--- config.mk ---
export PLATFORM = sky130hd
export DESIGN_NAME = mfl_ctrl
export DESIGN_NICKNAME = d
export VERILOG_FILES = /design/src/hw/rtl/mfl_pkg.sv /design/src/hw/rtl/mfl_ctrl.sv
export SDC_FILE = /design/constraint.sdc
export NUM_CORES = 1
export LEC_CHECK = 0
export ABC_AREA = 1
export BUFFER_PORTS_ARGS = -buffer_cell sky130_fd_sc_hd__buf_2
export CAP_MARGIN = 20
export CORE_MARGIN = 3
export CORE_UTILIZATION = 50
export DETAILED_ROUTE_END_ITERATION = 8
export HOLD_SLACK_MARGIN = 0.03
export PLACE_DENSITY_LB_ADDON = 0.2
export SLEW_MARGIN = 20
export SYNTH_ARGS = -nofsm -noshare
export SYNTH_HDL_FRONTEND = slang
export SYNTH_SLANG_ARGS = --single-unit
--- constraint.sdc ---
create_clock -name clk -period 4.3 [get_ports clk]
set_input_delay 0.215 -clock clk [delete_from_list [all_inputs] [get_ports clk]]
set_output_delay 0.215 -clock clk [all_outputs]
set_load 0.01 [all_outputs]
--- src/hw/rtl/mfl_pkg.sv ---
package mfl_pkg;

  localparam int unsigned MFL_MAX_VERTICES = 512;
  localparam int unsigned MFL_MAX_ARCS     = 8192;
  localparam int unsigned MFL_VW           = 9;
  localparam int unsigned MFL_CW           = 10;
  localparam int unsigned MFL_CAP_W        = 30;
  localparam int unsigned MFL_FLOW_W       = 31;

  localparam logic [MFL_CAP_W-1:0]  MFL_FLOW_BOUND = 30'h3f3f3f3f;
  localparam logic [MFL_FLOW_W-1:0] MFL_FLOW_MAX   = 31'h7fffffff;
  localparam logic [MFL_CW-1:0]     MFL_UNREACHED  = 10'h3ff;
  localparam logic [MFL_CW-1:0]     MFL_NV         = 10'(MFL_MAX_VERTICES);
  localparam logic [MFL_CW-1:0]     MFL_LAST_V     = 10'(MFL_MAX_VERTICES - 1);

  typedef enum logic [1:0] {
    FUNC_ADD   = 2'd0,
    FUNC_RUN   = 2'd1,
    FUNC_CLEAR = 2'd2,
    FUNC_NONE  = 2'd3
  } func_t;

  typedef enum logic [1:0] {
    ST_OK    = 2'd0,
    ST_FULL  = 2'd1,
    ST_RANGE = 2'd2,
    ST_SAT   = 2'd3
  } status_t;

  typedef enum logic [5:0] {
    OP_IDLE, OP_LATCH, OP_CLR_INIT, OP_CLR,
    OP_ADD_RD, OP_ADD_W0, OP_ADD_W1,
    OP_SW_INIT, OP_SW, OP_SW_END,
    OP_B_INIT, OP_B_POP, OP_B_V, OP_B_HD, OP_B_ARC, OP_B_ARCD, OP_B_CHK,
    OP_SNK_RD, OP_D_INIT, OP_D_TOP, OP_D_CURL, OP_D_POP, OP_D_POPA, OP_D_POPW,
    OP_D_ARC, OP_D_ARCD, OP_D_CHK,
    OP_M_INIT, OP_M_RD, OP_M_A, OP_M_C,
    OP_U_INIT, OP_U_RD, OP_U_A, OP_U_W, OP_U_W2, OP_U_ADD,
    OP_OUT
  } op_t;

  typedef enum logic [5:0] {
    S_BOOT_INIT, S_BOOT, S_IDLE, S_DISPATCH, S_CLR_INIT, S_CLR,
    S_ADD_RD, S_ADD_W0, S_ADD_W1,
    S_SW_INIT, S_SW, S_SW_END,
    S_B_INIT, S_B_POP, S_B_V, S_B_HD, S_B_ARC, S_B_ARCD, S_B_CHK,
    S_SNK_CHK, S_D_TOP, S_D_CURL, S_D_A, S_D_POPA, S_D_POPW, S_D_ARCD, S_D_CHK,
    S_M_RD, S_M_A, S_M_C,
    S_U_RD, S_U_A, S_U_W, S_U_W2,
    S_OUT
  } state_t;

  typedef struct packed {
    logic  sweep_last;
    logic  q_empty;
    logic  arc_none;
    logic  p_zero;
    logic  at_sink;
    logic  i_done;
    logic  bfs_take;
    logic  dfs_take;
    logic  snk_unr;
    logic  req_ok;
    func_t func;
  } mfl_stat_t;

endpackage

--- src/hw/rtl/mfl_ctrl.sv ---
module mfl_ctrl import mfl_pkg::*; (
  input  logic      clk,
  input  logic      rst_n,
  input  logic      in_valid,
  output logic      in_ready,
  output logic      out_valid,
  input  logic      out_ready,
  input  mfl_stat_t st,
  output op_t       op
);

  state_t state_r, state_nxt;
  logic   out_valid_r, out_valid_nxt;

  always_ff @(posedge clk) begin
    if (!rst_n) begin
      state_r     <= S_BOOT_INIT;
      out_valid_r <= 1'b0;
    end else begin
      state_r     <= state_nxt;
      out_valid_r <= out_valid_nxt;
    end
  end

  always_comb begin
    state_nxt = state_r;
    op        = OP_IDLE;
    case (state_r)
      S_BOOT_INIT: begin op = OP_CLR_INIT; state_nxt = S_BOOT; end
      S_BOOT: begin
        op = OP_CLR;
        if (st.sweep_last) state_nxt = S_IDLE;
      end
      S_IDLE: begin
        if (in_valid) begin
          op = OP_LATCH;
          state_nxt = S_DISPATCH;
        end
      end
      S_DISPATCH: begin
        case (st.func)
          FUNC_ADD:   state_nxt = st.req_ok ? S_ADD_RD : S_OUT;
          FUNC_RUN:   state_nxt = st.req_ok ? S_SW_INIT : S_OUT;
          FUNC_CLEAR: state_nxt = S_CLR_INIT;
          default:    state_nxt = S_OUT;
        endcase
      end
      S_CLR_INIT: begin op = OP_CLR_INIT; state_nxt = S_CLR; end
      S_CLR: begin
        op = OP_CLR;
        if (st.sweep_last) state_nxt = S_OUT;
      end
      S_ADD_RD: begin op = OP_ADD_RD; state_nxt = S_ADD_W0; end
      S_ADD_W0: begin op = OP_ADD_W0; state_nxt = S_ADD_W1; end
      S_ADD_W1: begin op = OP_ADD_W1; state_nxt = S_OUT; end
      // new phase: reset levels and load cursors from list heads
      S_SW_INIT: begin op = OP_SW_INIT; state_nxt = S_SW; end
      S_SW: begin
        op = OP_SW;
        if (st.sweep_last) state_nxt = S_SW_END;
      end
      S_SW_END: begin op = OP_SW_END; state_nxt = S_B_INIT; end
      S_B_INIT: begin op = OP_B_INIT; state_nxt = S_B_POP; end
      S_B_POP: begin
        if (st.q_empty) begin
          op = OP_SNK_RD;
          state_nxt = S_SNK_CHK;
        end else begin
          op = OP_B_POP;
          state_nxt = S_B_V;
        end
      end
      S_B_V: begin op = OP_B_V; state_nxt = S_B_HD; end
      S_B_HD: begin op = OP_B_HD; state_nxt = S_B_ARC; end
      S_B_ARC: begin
        if (st.arc_none) state_nxt = S_B_POP;
        else begin
          op = OP_B_ARC;
          state_nxt = S_B_ARCD;
        end
      end
      S_B_ARCD: begin op = OP_B_ARCD; state_nxt = S_B_CHK; end
      S_B_CHK: begin op = OP_B_CHK; state_nxt = S_B_ARC; end
      S_SNK_CHK: begin
        if (st.snk_unr) state_nxt = S_OUT;
        else begin
          op = OP_D_INIT;
          state_nxt = S_D_TOP;
        end
      end
      S_D_TOP: begin
        if (st.at_sink) begin
          op = OP_M_INIT;
          state_nxt = S_M_RD;
        end else begin
          op = OP_D_TOP;
          state_nxt = S_D_CURL;
        end
      end
      S_D_CURL: begin op = OP_D_CURL; state_nxt = S_D_A; end
      S_D_A: begin
        if (st.arc_none) begin
          if (st.p_zero) state_nxt = S_SW_INIT;
          else begin
            op = OP_D_POP;
            state_nxt = S_D_POPA;
          end
        end else begin
          op = OP_D_ARC;
          state_nxt = S_D_ARCD;
        end
      end
      S_D_POPA: begin op = OP_D_POPA; state_nxt = S_D_POPW; end
      S_D_POPW: begin op = OP_D_POPW; state_nxt = S_D_TOP; end
      S_D_ARCD: begin op = OP_D_ARCD; state_nxt = S_D_CHK; end
      S_D_CHK: begin
        op = OP_D_CHK;
        state_nxt = st.dfs_take ? S_D_TOP : S_D_A;
      end
      S_M_RD: begin
        if (st.i_done) begin
          op = OP_U_INIT;
          state_nxt = S_U_RD;
        end else begin
          op = OP_M_RD;
          state_nxt = S_M_A;
        end
      end
      S_M_A: begin op = OP_M_A; state_nxt = S_M_C; end
      S_M_C: begin op = OP_M_C; state_nxt = S_M_RD; end
      S_U_RD: begin
        if (st.i_done) begin
          op = OP_U_ADD;
          state_nxt = S_D_TOP;
        end else begin
          op = OP_U_RD;
          state_nxt = S_U_A;
        end
      end
      S_U_A: begin op = OP_U_A; state_nxt = S_U_W; end
      S_U_W: begin op = OP_U_W; state_nxt = S_U_W2; end
      S_U_W2: begin op = OP_U_W2; state_nxt = S_U_RD; end
      S_OUT: begin
        if (!out_valid_r || out_ready) begin
          op = OP_OUT;
          state_nxt = S_IDLE;
        end
      end
      default: state_nxt = S_BOOT_INIT;
    endcase
  end

  always_comb begin
    out_valid_nxt = out_valid_r;
    if (out_valid_r && out_ready) out_valid_nxt = 1'b0;
    if (op == OP_OUT) out_valid_nxt = 1'b1;
  end

  assign in_ready  = (state_r == S_IDLE);
  assign out_valid = out_valid_r;

  a_out_sets_valid: assert property (@(posedge clk) disable iff (!rst_n)
    (op == OP_OUT) |=> out_valid_r)
    else $error("result beat not presented after load");

  a_no_overwrite: assert property (@(posedge clk) disable iff (!rst_n)
    (out_valid_r && !out_ready) |-> (op != OP_OUT))
    else $error("pending result overwritten");

  a_accept_dispatch: assert property (@(posedge clk) disable iff (!rst_n)
    (in_valid && in_ready) |=> (state_r == S_DISPATCH))
    else $error("accepted beat not dispatched");

  a_dfs_advance: assert property (@(posedge clk) disable iff (!rst_n)
    (state_r == S_D_CHK && st.dfs_take) |=> (state_r == S_D_TOP))
    else $error("path step lost");

endmodule

---- After elaboration in Yosys (flattened, before gate mapping) ----
Index checks and enable logic that the tools add are counted.
operators by class
  equality and inequality tests ........... 42
  muxes and demuxes ....................... 31
  reductions and logical operators ........ 10
operators with widths
  operator                                                          count
  6-bit case mux with 34 select lines                               1
  6-bit case mux with 32 select lines                               1
  6-bit by 5-bit == test with 1-bit output (second input constant)  16
  6-bit two-way mux                                                 11
  6-bit by 4-bit == test with 1-bit output (second input constant)  8
  5-bit two-way mux                                                 6
  6-bit by 3-bit == test with 1-bit output (second input constant)  4
  6-bit == test (second input constant)                             4
  6-bit case mux with 3 select lines                                1
  4-bit two-way mux                                                 4
  6-bit by 2-bit == test with 1-bit output (second input constant)  2
  2-bit inequality test (second input constant)                     5
  6-bit by 1-bit == test with 1-bit output (second input constant)  1
  6-bit logical NOT                                                 1
  2-bit two-way mux                                                 3
  2-bit OR reduction                                                3
  5-bit AND reduction                                               1
  1-bit two-way mux                                                 3
  3-bit two-way mux                                                 1
  2-bit by 1-bit == test with 1-bit output (second input constant)  1
  2-bit == test (second input constant)                             1
  2-bit logical NOT                                                 1
  2-bit nonzero test                                                1
  1-bit logical AND                                                 1
  2 further kinds                                                   2
storage, ports and cells
  register bits ........................... 7
  input bits .............................. 16
  logic and storage cells ................. 85

---- Longest topological paths before layout ----
Gate-level depths: netlist (run 1).
  depth after elaboration ................. 6
  depth in mapped cells ................... 11
  mapped depth without buffers ............ 11

---- Worst setup path after synthesis (run 1) ----
OpenSTA, ideal clock, no wires.
  kind .................................... register to output
  start ................................... reg state_r[1]
  end ..................................... out op[4]
  arrival time ............................ 1.257 ns
  required time ........................... 4.085 ns
  setup slack ............................. 2.828 ns
  stages on the path, launching flop included .. 10
  path buffers ............................ 0
  path through ............................ dfxtp_1 nor2_1 nand3_1 nand2_1 inv_2 nand3_1 nor2_1 nand2_1 nor2_1 nand3_1
on the way
  longest elaborated chain between the ends .. 3
  elaborated cells between the ends (all ways) .. 37
RTL lines
  item                                                              line            RTL
  from (decl)                                                       mfl_ctrl.sv:12  state_t state_r, state_nxt;
  from (signal assigned)                                            mfl_ctrl.sv:20  state_r <= state_nxt;
  6-bit by 3-bit == test with 1-bit output (tied with other cells)  mfl_ctrl.sv:28  case (state_r)
  2-bit OR reduction (no line)                                      -
  6-bit case mux with 32 select lines *                             mfl_ctrl.sv:28
  to (decl)                                                         mfl_ctrl.sv:9   output op_t op
Mark *: on every way between the ends. The rest lies on a longest branch, timed or not.

---- Worst setup path in the final report (run 1) ----
  start ................................... reg state_r[4]
  end ..................................... out op[4]
The elaborated chain is that of the path after synthesis.

==> results of run 1 <==
[routing by layer]
layer  part of all wire  routed length [um]  GRT usage  up-vias
met5                  0                   0          0        -
met4              0.026                 107      0.109        0
met3               0.10                 420     0.0643       12
met2               0.44                1790      0.443       91
met1               0.43                1750      0.421      727
li1                   -                   -          -      835
[worst max-delay path by stage]
| stage | from | end |
|---|---|---|
| detailed placement | state_r[4] | op[4] |
| global route | state_r[4] | op[4] |
| finish | state_r[4] | op[4] |
| CTS | state_r[4] | op[4] |
| floorplan | state_r[1] | op[4] |
| global placement | state_r[4] | op[4] |
[kinds of logic after synthesis]
family / synth area share
compound gates: 0.0697
buf+inv: 0.129
flops: 0.117
simple gates: 0.685
[state kept, by name, indices dropped and copies added, names as in the netlist]
name,count
state_r,6
out_valid,1
[worst min-delay path: cells and delay by family]
kind | cells | cell delay (ns)
AND/OR/NAND/NOR | 1 | 0.04
buffers and inverters | 2 | 0.12
[stage by stage]
stage | utilization | setup WS [ns] | total power (W) | cell area (um^2) | hold slack, ns
finish | 0.599 | 1.78 | 0.000473 | 1350 | 0.146
global route | 0.599 | 1.52 | 0.000518 | 1350 | 0.185
CTS | 0.599 | 1.81 | 0.000468 | 1350 | 0.145
detailed placement | 0.587 | 2.10 | 0.000404 | 1320 | 0.416
global placement | 0.587 | 2.14 | 0.000408 | 1320 | 0.413
floorplan | - | 2.83 | 0.000323 | 1200 | 0.313
[final cells by class]
| type | count | area [um^2] |
|---|---|---|
| multi-input combinational | 194 | 907 |
| clock buffer | 4 | 26.3 |
| inverter | 35 | 131 |
| sequential | 7 | 140 |
| tap | 28 | 35.0 |
| fill | 260 | 905 |
| timing repair buffer | 22 | 110 |
[cells in the mapped netlist]
library cell / number / share of area
nand2_1: 74 / 0.23
nand3_1: 43 / 0.18
inv_1: 33 / 0.10
nor2_1: 31 / 0.097
nand4_1: 9 / 0.047
a21oi_1: 8 / 0.033
dfxtp_1: 7 / 0.12
nor3_1: 6 / 0.025
nor2_2: 5 / 0.026
a31oi_1: 2 / 0.010
inv_2: 2 / 0.0062
nand3b_1: 2 / 0.012
nor2_4: 2 / 0.019
nor3b_1: 2 / 0.012
nor4_1: 2 / 0.010
o21ai_0: 2 / 0.0083
buf_2: 1 / 0.0042
buf_4: 1 / 0.0062
buf_6: 1 / 0.0094
nand2_4: 1 / 0.0094
nand3_2: 1 / 0.0083
nor3_2: 1 / 0.0083
o2111ai_1: 1 / 0.0073
o211ai_1: 1 / 0.0062
o21ai_1: 1 / 0.0042
[report_power, final]
| group | internal (W) | total, W | switching [W] |
|---|---|---|---|
| sequential | 0.0000778 | 0.000101 | 0.0000229 |
| combinational | 0.000103 | 0.000310 | 0.000206 |
| clock | 0.0000356 | 0.0000622 | 0.0000266 |
==> results.yml, run 1 <==
outcome:
  status: "complete, no violations"
run:
  cap_violations: 0
sta:
  fmax_mhz: 396
  clock_skew_ns: 0.00477
  finalMaxSlewViolations: 0
  hold_viol: 0
  rsz0062_at_grt: "no"
  setup_viol: 0
  worst_pin_slew_ns: 0.918
  maxSlewHeadroom: 0.386
  fin_crit_ns: 2.52
  fin_crit_sh: 0.587
  fin_tns_setup_ns: 0
layout:
  n_antenna_cell: 0
  final_common_cell: "nand2_1"
  layout.nets: 279
  final_cell_count_no_fill: 290
  drive_above_1_share: 0.141
  syn_to_final_growth_pct: 12.3
  final_cell_mix: "74 x nand2_1, 43 x nand3_1, 33 x inv_1"
power_and_ir_drop:
  ir_drop_v: 0.000359
  p_leak_nw: 0.919
  power.density_nw_per_um2: 350
min_path:
  hold-path-cell-count: 3
  hold_class: "in -> reg"
  hold_start: "rst_n"
  holdPathEnd: "state_r[2]"
setup_path:
  path_max_fanout: 21
  critical_path.startpoint_type: "register"
  rr_endpoint: "state_r[4]"
  crit_required_ns: 4.09
  r2r-start: "state_r[4]"
  path_buf_inv: 2
  slowest_stage: "nor2_2"
  crit_chain: "inv_1 > nor2_2 > nand3_1 > nand3_1 > nor2_1 > nand2_1 > nor2_1 > nand3_1 > buf_2"
  crit_path_frequent_cell: "nand3_1"
  critical_path_arrival_ns: 2.31
  crit_cells: 9
  crit_path_max_incr_delay_ns: 0.61
  crit_type: "reg -> out"
  r2r_setup_slack_ns: 2.20
  r2r_cells: 8
  cp_top_family: "simple AND/OR/NAND/NOR gates"
  worst_setup_path_end_kind: "output port"
synthesis:
  synth_fp_nets: 255
  syn-instance-count: 239
  synth-seq-area-share: 0.117
  ys_types: 25
  synth_warnings: 0
  synth_seq_cells: 7
  avgSynthCellArea_um2: 5.03
  syn-cell-area_um2: 1200
global_route:
  grt_max_degree: 22
  grt_pass1_wl_um: 6430
  grt_overflow_total: 0
  grt_pass1_vias: 1405
  grtUsageTotal: 0.300
  antenna_found_initial: 0
die:
  start_util: 0.533
  die_h_um: 55.0
  rows: 17
  core_um2: 2250
  dieArea_um2: 3030
  die_x_um: 55.0
  top_level_ports: 24
route:
  drt_wl_total_um: 4060
  wire_per_inst_um: 14.0
  drc: 0
  dr.pass1.iters: 5
  detail-route-antenna-nets: 0
  drt_iter0_markers: 130
  num_vias: 1665
  routed_via_density: 5.74
clock_network:
  cts_resized: 0
  cts_buffer_depth: 2
  postCtsSetupRepairBufs: 0
  cts_buffers: 3
  root_buffer: "clkbuf_4"
  cts_sinks: 7
  holdBufCountCts: 0
  cts_tree: "built"
  path_clk_slew_ns: 0.05
  htreeDepth: 1
  insertion_delay_ns: 0.26
place:
  gp_congestion: 0.957
  port_buffers: 22
  dp.final_hpwl_um: 3300
  dpl.cell_count: 286
No activity file was read; power rests on OpenSTA's default activity.
==> run 2: changes to the inputs <==
==> constraint.sdc (replaced) <==
create_clock -name clk -period 2.61 [get_ports clk]
set_input_delay 0.1305 -clock clk [delete_from_list [all_inputs] [get_ports clk]]
set_output_delay 0.1305 -clock clk [all_outputs]
set_load 0.01 [all_outputs]
==> run 2 against run 1 <==
  * Flip-flop and latch count did not move
  * Sequential share of layout area fell by 0.17 points
  * Clock skew fell by 0.0043 ns
  * Design area rose by 1.7%
  * Routed wire length fell by 4.1%
  * Final cell count rose by 1.0%
  * Non-clock buffer count rose by 3
  * First-iteration DRC count fell by 21%
  * Critical path depth rose by 2
  * Critical path type unchanged
==> results.yml, run 2 (synthesis gave the netlist of run 1 again) <==
sta:
  rsz0062_at_grt: "no"
  finalMaxSlewViolations: 0
  clock_skew_ns: 0.000472
  hold_viol: 0
  hold_ws_ns: 0.0709
  worst_pin_slew_ns: 0.689
  fin_tns_setup_ns: 0
  maxSlewHeadroom: 0.541
  setup_viol: 0
  fmax_mhz: 439
  fin_crit_sh: 0.874
  fin_crit_ns: 2.28
route:
  num_vias: 1687
  drt_iter0_markers: 103
  wire_per_inst_um: 13.3
  routed_via_density: 5.76
  drt_wl_total_um: 3900
  detail-route-antenna-nets: 0
  dr.pass1.iters: 5
  drc: 0
clock_network:
  insertion_delay_ns: 0.25
  path_clk_slew_ns: 0.05
  cts_tree: "built"
  cts_buffers: 3
  root_buffer: "clkbuf_4"
  cts_buffer_depth: 2
  cts_sinks: 7
  cts_resized: 0
  holdBufCountCts: 0
  postCtsSetupRepairBufs: 0
  htreeDepth: 1
place:
  port_buffers: 22
  dp.final_hpwl_um: 3190
  gp_congestion: 1.07
  dpl_cell_area_um2: 1350
die:
  top_level_ports: 24
  start_util: 0.533
  core_um2: 2250
  rows: 17
  die_x_um: 55.0
  die_h_um: 55.0
  dieArea_um2: 3030
layout:
  layout.nets: 282
  n_antenna_cell: 0
  syn_to_final_growth_pct: 14.2
  final_area_um2: 1370
  largest_reg_flops: 6
  final_common_cell: "nand2_1"
  final_cell_mix: "74 x nand2_1, 43 x nand3_1, 33 x inv_1"
  drive_above_1_share: 0.151
  largest-register: "state_r"
min_path:
  hold_class: "in -> reg"
run:
  cap_violations: 0
setup_path:
  path_buf_inv: 3
  r2r_setup_slack_ns: 0.62
  slowest_stage: "nor2_2"
  worst_setup_path_end_kind: "output port"
  cp_top_family: "simple AND/OR/NAND/NOR gates"
  critical_path_arrival_ns: 2.15
  crit_path_max_incr_delay_ns: 0.54
  crit_required_ns: 2.48
  crit_path_frequent_cell: "nand3_1"
  critical_path.startpoint_type: "register"
  crit_type: "reg -> out"
  crit_chain: "inv_1 > nor2_2 > nand3_1 > nand2_1 > inv_2 > nand3_1 > nor2_1 > nand2_1 > nor2_1 > nand3_1 > buf_2"
  path_max_fanout: 17
power_and_ir_drop:
  ir_drop_v: 0.000491
  fin_total_pwr_w: 0.000782
  power.density_nw_per_um2: 570
  p_leak_nw: 0.934
global_route:
  grt_pass1_vias: 1334
  grt_pass1_wl_um: 5950
  antenna_found_initial: 0
  grtUsageTotal: 0.274
  grt_overflow_total: 0
  grt_max_degree: 18
outcome:
  status: "complete, no violations"
[run 2: cell count changes in the layout (fill, tap and decap cells not counted), sizes merged]
cell and change:
buf +3
[run 2: path summary, 6_finish.rpt]
check                                 from         end  depth (start not counted)
worst max-delay path            state_r[4]       op[4]                         11
worst min-delay path                 rst_n  state_r[2]                          3
worst max register to register  state_r[4]  state_r[4]                          8
worst min register to register   out_valid   out_valid                          2
[run 2: cell type report]
type	instances	area [um^2]
Inverter	35	131
Fill cell	252	882
Clock buffer	4	26.3
Tap cell	28	35.0
Timing Repair Buffer	25	133
Sequential cell	7	140
Multi-Input combinational cell	194	907
[run 2: where the power goes]
group	switching, W	total, W	internal, W
clock network	0.0000392	0.0000975	0.0000583
registers	0.0000353	0.000164	0.000128
logic	0.000347	0.000521	0.000174
total	0.000422	0.000782	0.000361
[run 2: metrics by stage]
stage	util	cells	worst slack, ns
floorplan	-	239	1.22
global placement	0.597	289	0.657
detailed placement	0.597	289	0.663
CTS	0.609	293	0.392
global route	0.609	293	0.168
finish	0.609	293	0.330
[run 2: per-layer routing]
metal,part of all wire,track usage,vias up,wire [um]
met2,0.45,0.449,98,1750
met4,0.023,0.0648,0,89
met5,0,0,-,0
li1,-,-,838,-
met3,0.12,0.0590,10,474
met1,0.41,0.363,741,1590
[run 2: worst reg2reg max path: stages (launching register included)]
cell     delay (ns)
dfxtp_1        0.40
inv_1          0.09
nor2_2         0.54
nand3_1        0.32
nand3_1        0.23
inv_1          0.08
nand3_1        0.07
nor2_1         0.05
a21oi_1        0.15
